`src/hdl/sfla_pkg.sv`:
```
package sfla_pkg;
  localparam int STORE_DEPTH_DEF = 1024;
  localparam int MAX_BLOCK_BYTES_DEF = 64;
  localparam int ADDR_W = 32;
  localparam int SIZE_W = 16;
  localparam int CFG_IDX_W = 2;
  localparam int CFG_DATA_W = 32;

  localparam logic [CFG_IDX_W-1:0] REG_HEAP_BASE = 2'd0;
  localparam logic [CFG_IDX_W-1:0] REG_CLASS_COUNT = 2'd1;
  localparam logic [CFG_IDX_W-1:0] REG_BYTES_PER_CLASS = 2'd2;

  localparam logic CMD_REBUILD = 1'b0;
  localparam logic CMD_ALLOC = 1'b1;

  typedef enum logic [2:0] {
    ST_IDLE, ST_BUILD, ST_SCAN, ST_DRAIN, ST_COMMIT, ST_FETCH, ST_MOVE, ST_DONE
  } sfla_state_t;

  typedef struct packed {
    logic build_start;
    logic build_step;
    logic scan_start;
    logic scan_step;
    logic commit;
    logic fetch_last;
    logic move_last;
    logic clear_result;
  } sfla_cmd_t;

  typedef struct packed {
    logic build_done;
    logic scan_done;
    logic found;
    logic exact;
  } sfla_stat_t;
endpackage

```
`src/hdl/sfla_ctrl.sv`:
```
module sfla_ctrl import sfla_pkg::*; (
  input  logic clk,
  input  logic rst_n,
  input  logic in_fire,
  input  logic in_cmd,
  input  logic req_zero,
  input  logic out_fire,
  input  sfla_stat_t stat_i,
  output sfla_cmd_t cmd_o,
  output logic in_ready,
  output logic out_valid
);
  sfla_state_t state_r, state_nxt;

  always_ff @(posedge clk) begin
    if (!rst_n) state_r <= ST_IDLE;
    else state_r <= state_nxt;
  end

  always_comb begin
    state_nxt = state_r;
    cmd_o = '0;
    in_ready = 1'b0;
    out_valid = 1'b0;
    case (state_r)
      ST_IDLE: begin
        in_ready = 1'b1;
        if (in_fire) begin
          cmd_o.clear_result = 1'b1;
          if (in_cmd == CMD_REBUILD) begin
            cmd_o.build_start = 1'b1;
            state_nxt = ST_BUILD;
          end else if (req_zero) begin
            state_nxt = ST_DONE;
          end else begin
            cmd_o.scan_start = 1'b1;
            state_nxt = ST_SCAN;
          end
        end
      end
      ST_BUILD: begin
        cmd_o.build_step = 1'b1;
        if (stat_i.build_done) state_nxt = ST_DONE;
      end
      ST_SCAN: begin
        cmd_o.scan_step = 1'b1;
        if (stat_i.scan_done) state_nxt = ST_DRAIN;
      end
      ST_DRAIN: begin
        if (stat_i.found) state_nxt = ST_COMMIT;
        else state_nxt = ST_DONE;
      end
      ST_COMMIT: begin
        cmd_o.commit = 1'b1;
        if (stat_i.exact) state_nxt = ST_FETCH;
        else state_nxt = ST_DONE;
      end
      ST_FETCH: begin
        cmd_o.fetch_last = 1'b1;
        state_nxt = ST_MOVE;
      end
      ST_MOVE: begin
        cmd_o.move_last = 1'b1;
        state_nxt = ST_DONE;
      end
      ST_DONE: begin
        out_valid = 1'b1;
        if (out_fire) state_nxt = ST_IDLE;
      end
      default: state_nxt = ST_IDLE;
    endcase
  end
endmodule

```
`config.mk`:
```
export PLATFORM = sky130hd
export DESIGN_NAME = sfla_ctrl
export DESIGN_NICKNAME = d
export VERILOG_FILES = /design/src/hdl/sfla_pkg.sv /design/src/hdl/sfla_ctrl.sv
export SDC_FILE = /design/constraint.sdc
export NUM_CORES = 1
export LEC_CHECK = 0
export BUFFER_PORTS_ARGS = -buffer_cell sky130_fd_sc_hd__buf_2
export CAP_MARGIN = 30
export CORE_AREA = 2 2 39 41
export CTS_BUF_LIST = sky130_fd_sc_hd__clkbuf_8
export CTS_CLUSTER_SIZE = 28
export DETAILED_ROUTE_END_ITERATION = 12
export DIE_AREA = 0 0 41 43
export PLACE_DENSITY = 0.5
export SLEW_MARGIN = 20
export SYNTH_ARGS = -nofsm -noshare
export SYNTH_HDL_FRONTEND = slang
export SYNTH_SLANG_ARGS = --single-unit
```
`constraint.sdc`:
```
create_clock -name clk -period 1.23 [get_ports clk]
set_clock_uncertainty 0.1 [all_clocks]
set_input_delay 0.369 -clock clk [delete_from_list [all_inputs] [get_ports clk]]
set_output_delay 0.369 -clock clk [all_outputs]
set_load 0.1 [all_outputs]
```
== Word-level counts from Yosys, hierarchy flattened ==
Index checks and enable logic that the tools add are counted.
Widths: inputs -> output; s select.
Storage, ports and cells
  bits in latches: 0
  output and inout port bits: 10
  logic and storage cells: 39
  input bits: 10
  register bits: 3
  memories kept: 0
  ROM bits: 0
  RAM bits: 0
Operators by class
  muxes and demuxes: 25
  multipliers: 0
  $add $sub $neg: 0
  divide/modulo/power cells: 0
  shift-type cells: 0
  $lt $le $gt $ge: 0
  equal/unequal tests: 11
  bitwise operators: 0
  reductions and logical operators: 2
Operators by type and width (count)
  $pmux 3 s8: 1
  $mux 3: 6
  $mux 1: 16
  $eq 3x3->1 const B: 4
  $ne 2x2->1 const B: 4
  $eq 3x2->1 const B: 2
  $mux 2: 2
  $reduce_and 4->1: 1
  $eq 3x1->1 const B: 1
  $logic_not 3->1: 1

== Logic depth before layout (Yosys ltp) ==
  word-level depth: 4
  mapped depth: 5
  depth with buffers taken out: 4

== Least setup slack after synthesis ==
No wires, ideal clock.
  path type: reg2out
  start: register state_r[2]
  end: output port cmd_o[5] (netlist bit)
  cell stages (with the launch flop): 5
  buffers on the path: 0
  arrival time: 4319 ps
  path slack: -3558 ps
  path through: dfxtp_1 > nor3_1 > nand2_1 > inv_1 > and3_1
RTL lines
  from (decl): line sfla_ctrl.sv:13  | sfla_state_t state_r, state_nxt;
  from (signal assigned): line sfla_ctrl.sv:17  | else state_r <= state_nxt;
  to (decl): line sfla_ctrl.sv:9  | output sfla_cmd_t cmd_o,

==> metrics <==
sequential-to-total area share from yosys stat 19.28%; initial antenna violation count 0; Post-Synth Adder-Cell Area 0%; Largest regs state_r: 3 flops; Post-Syn Instances 42; Largest Register state_r; count of different cell masters after synthesis 21; area delta synth->final 160.2%; Yosys top cell by area dfxtp_1; CTS H-tree depth 1; Port Buffers 19; Total GRT Usage 14.16%; synthesized cell area just over 300 um2; I/O Pins 20; Critical Path AT 1260 ps; final setup vio count 13; slew margin rel. 84.25%; Worst Max-Slew Pin Slew 234.3 ps; CTS Buf Count 3; # DRC 0; Final WS setup -497.9 ps; critical path endpoint category output pin; DR WL/cell 11.49 um; critical path's largest stage delay approximately 320 ps; Post-Synth Simple-Gate Area 49.00%; core area 0.001384 mm2; crit path launch type register; FP Rows 14; final period utilization 140.5%; vias in the first global route about 410; final hold vios 0; share of cells above drive strength 1 74.32%; max reg flops 3; syn_area_per_cell 7.418 um2; clock latency on the worst-skew pair around 220 ps; Crit-path slowest cell dfxtp_2; Chip Height around 43 um; Synthesized Nets between 50 and 60; final antenna-violating net count 0; CTS sink cnt 3; RSZ-0062 raised after global routing true; nets@finish between 80 and 90; status finished, violations left; share of the synthesized area in the top cell type 19.28%; max cap viols 0; Slew Viols, Final 0; synth warn 0; mux cell area share after synthesis 9.639%; most frequent cells in the layout buf_12, buf_4, buf_2; Final GP Congestion 0.7922; HPWL Detailed roughly 750 um; First DRT Iteration DRCs 4; Root Buffer clkbuf_8; compound-cell area share of the yosys netlist approximately 15%; main combinational cell family by area after synthesis simple AND/OR/NAND/NOR gates; largest net degree at the start of global routing 15; global-route wire length before repair between 1.5 and 2 mm; DR pass1 iterations 4; Peak VDD IR 1.508 mV; Clk pin slew, worst setup/hold paths 30 ps; final worst path period need 1728 ps; CTS tree yes; register bit total from synthesis 3; WS Path Type reg2out; Placed Instances 83; Die X approximately 41 um; fmax 0.5787 GHz; Starting Density a little under a quarter; Static Leak 0.3570 nW; die area approximately 0.0018 mm2; XOR/XNOR Fraction of Synth Area 0%; worst-path cell chain nor3_4 -> nand2_2 -> clkinvlp_4 -> and3_4 -> buf_12; vias per cell 4.733; DR vias 426; worst-path maximum fanout 2; total gr overflow 0; CTS Buffer Depth 2; failing checks setup timing; Hold Path Class in2reg; Worst Path Required 760 ps; Total Power 0.002088 W; final non-filler cell total 90; PD cells 2576 mW/mm2; ant diodes 0; FILL cells 126; Total Wirelength ~1.0 mm; TNS Setup -4670 ps; ranking of synthesized cells by area dfxtp_1, mux2i_1, nor2_1
cells by family (layout without fill, tap and decap cells):
kind of cell	count (synthesis)	count (layout)
compound gates	5	5
flops	3	3
buf+inv	5	37
mux	3	3
simple gates	26	26
routing by layer:
metal / GRT usage, % / vias up / routed length, um
li1: - / 217 / -
met1: 16.72 / 194 / 433
met2: 22.81 / 15 / 538
met3: 3.665 / 0 / 62
met4: 6.000 / 0 / 0
met5: 0 / - / 0
where the power goes:
group	leakage [nW]	switching, W	internal [W]
clock network	0.0269	0.0000722	0.000213
logic	0.304	0.000930	0.000687
registers	0.0264	0.0000410	0.000145
total	0.357	0.00104	0.00104
per-stage QoR:
step	setup WS (ps)	cell area [um2]	hold slack [ps]	util, %
final	-497.9	810.8	303.6	58.59
after global routing	-550.6	810.8	317.1	58.59
after CTS	-515.7	803.3	301.3	58.05
after detailed placement	-290.0	698.2	485.5	50.45
after global placement	-270.7	698.2	482.6	50.45
after floorplan	-1466	392.9	385.2	-
synth_stat cells:
cell      number
mux2i_1        3
and4b_1        1
nor2_1         6
nand2_1        4
dfxtp_1        3
nor3_1         1
and3_1         3
buf_2          3
nand3_1        1
nor3b_1        2
and2_1         1
and4bb_2       1
o21ai_0        1
a32oi_1        1
nor4_1         2
and3b_1        2
o311a_1        1
inv_1          2
nor2b_1        2
a21o_1         1
a221oi_2       1
worst max-delay path: cells and delay by family (launching register included):
family                 cells  cell delay, ps
DFF                        1             320
and+or+nand+nor            3             470
buffers and inverters      2             250
layout make-up:
type | count | area (um2) | share of cell area, %
Inverter | 2 | 11.26 | 1.389
Sequential cell | 3 | 68.82 | 8.488
Tap cell | 16 | 20.02 | 2.469
Multi-Input combinational cell | 34 | 322.8 | 39.81
Clock buffer | 3 | 41.29 | 5.093
Clock inverter | 1 | 3.754 | 0.4630
Timing Repair Buffer | 31 | 342.8 | 42.28
worst paths after layout:
kind | cells past startpoint | slack [ps] | endpoint | start
max | 5 | -500 | cmd_o[5] | state_r[1]
min | 2 | 300 | state_r[0] | rst_n
max reg2reg | 6 | -230 | state_r[0] | state_r[0]
min reg2reg | 3 | 660 | state_r[2] | state_r[2]
what timing repair did:
| item | in CTS | in global routing |
|---|---|---|
| pin swaps | 2 | 1 |
| buffers inserted | 2 | 1 |
| resized for setup | 10 | 0 |
| endpoints found under the setup margin | 13 | 13 |
| cloned | 0 | 0 |
| hold buffers | 0 | 0 |
No activity file was read; power rests on OpenSTA's default activity.
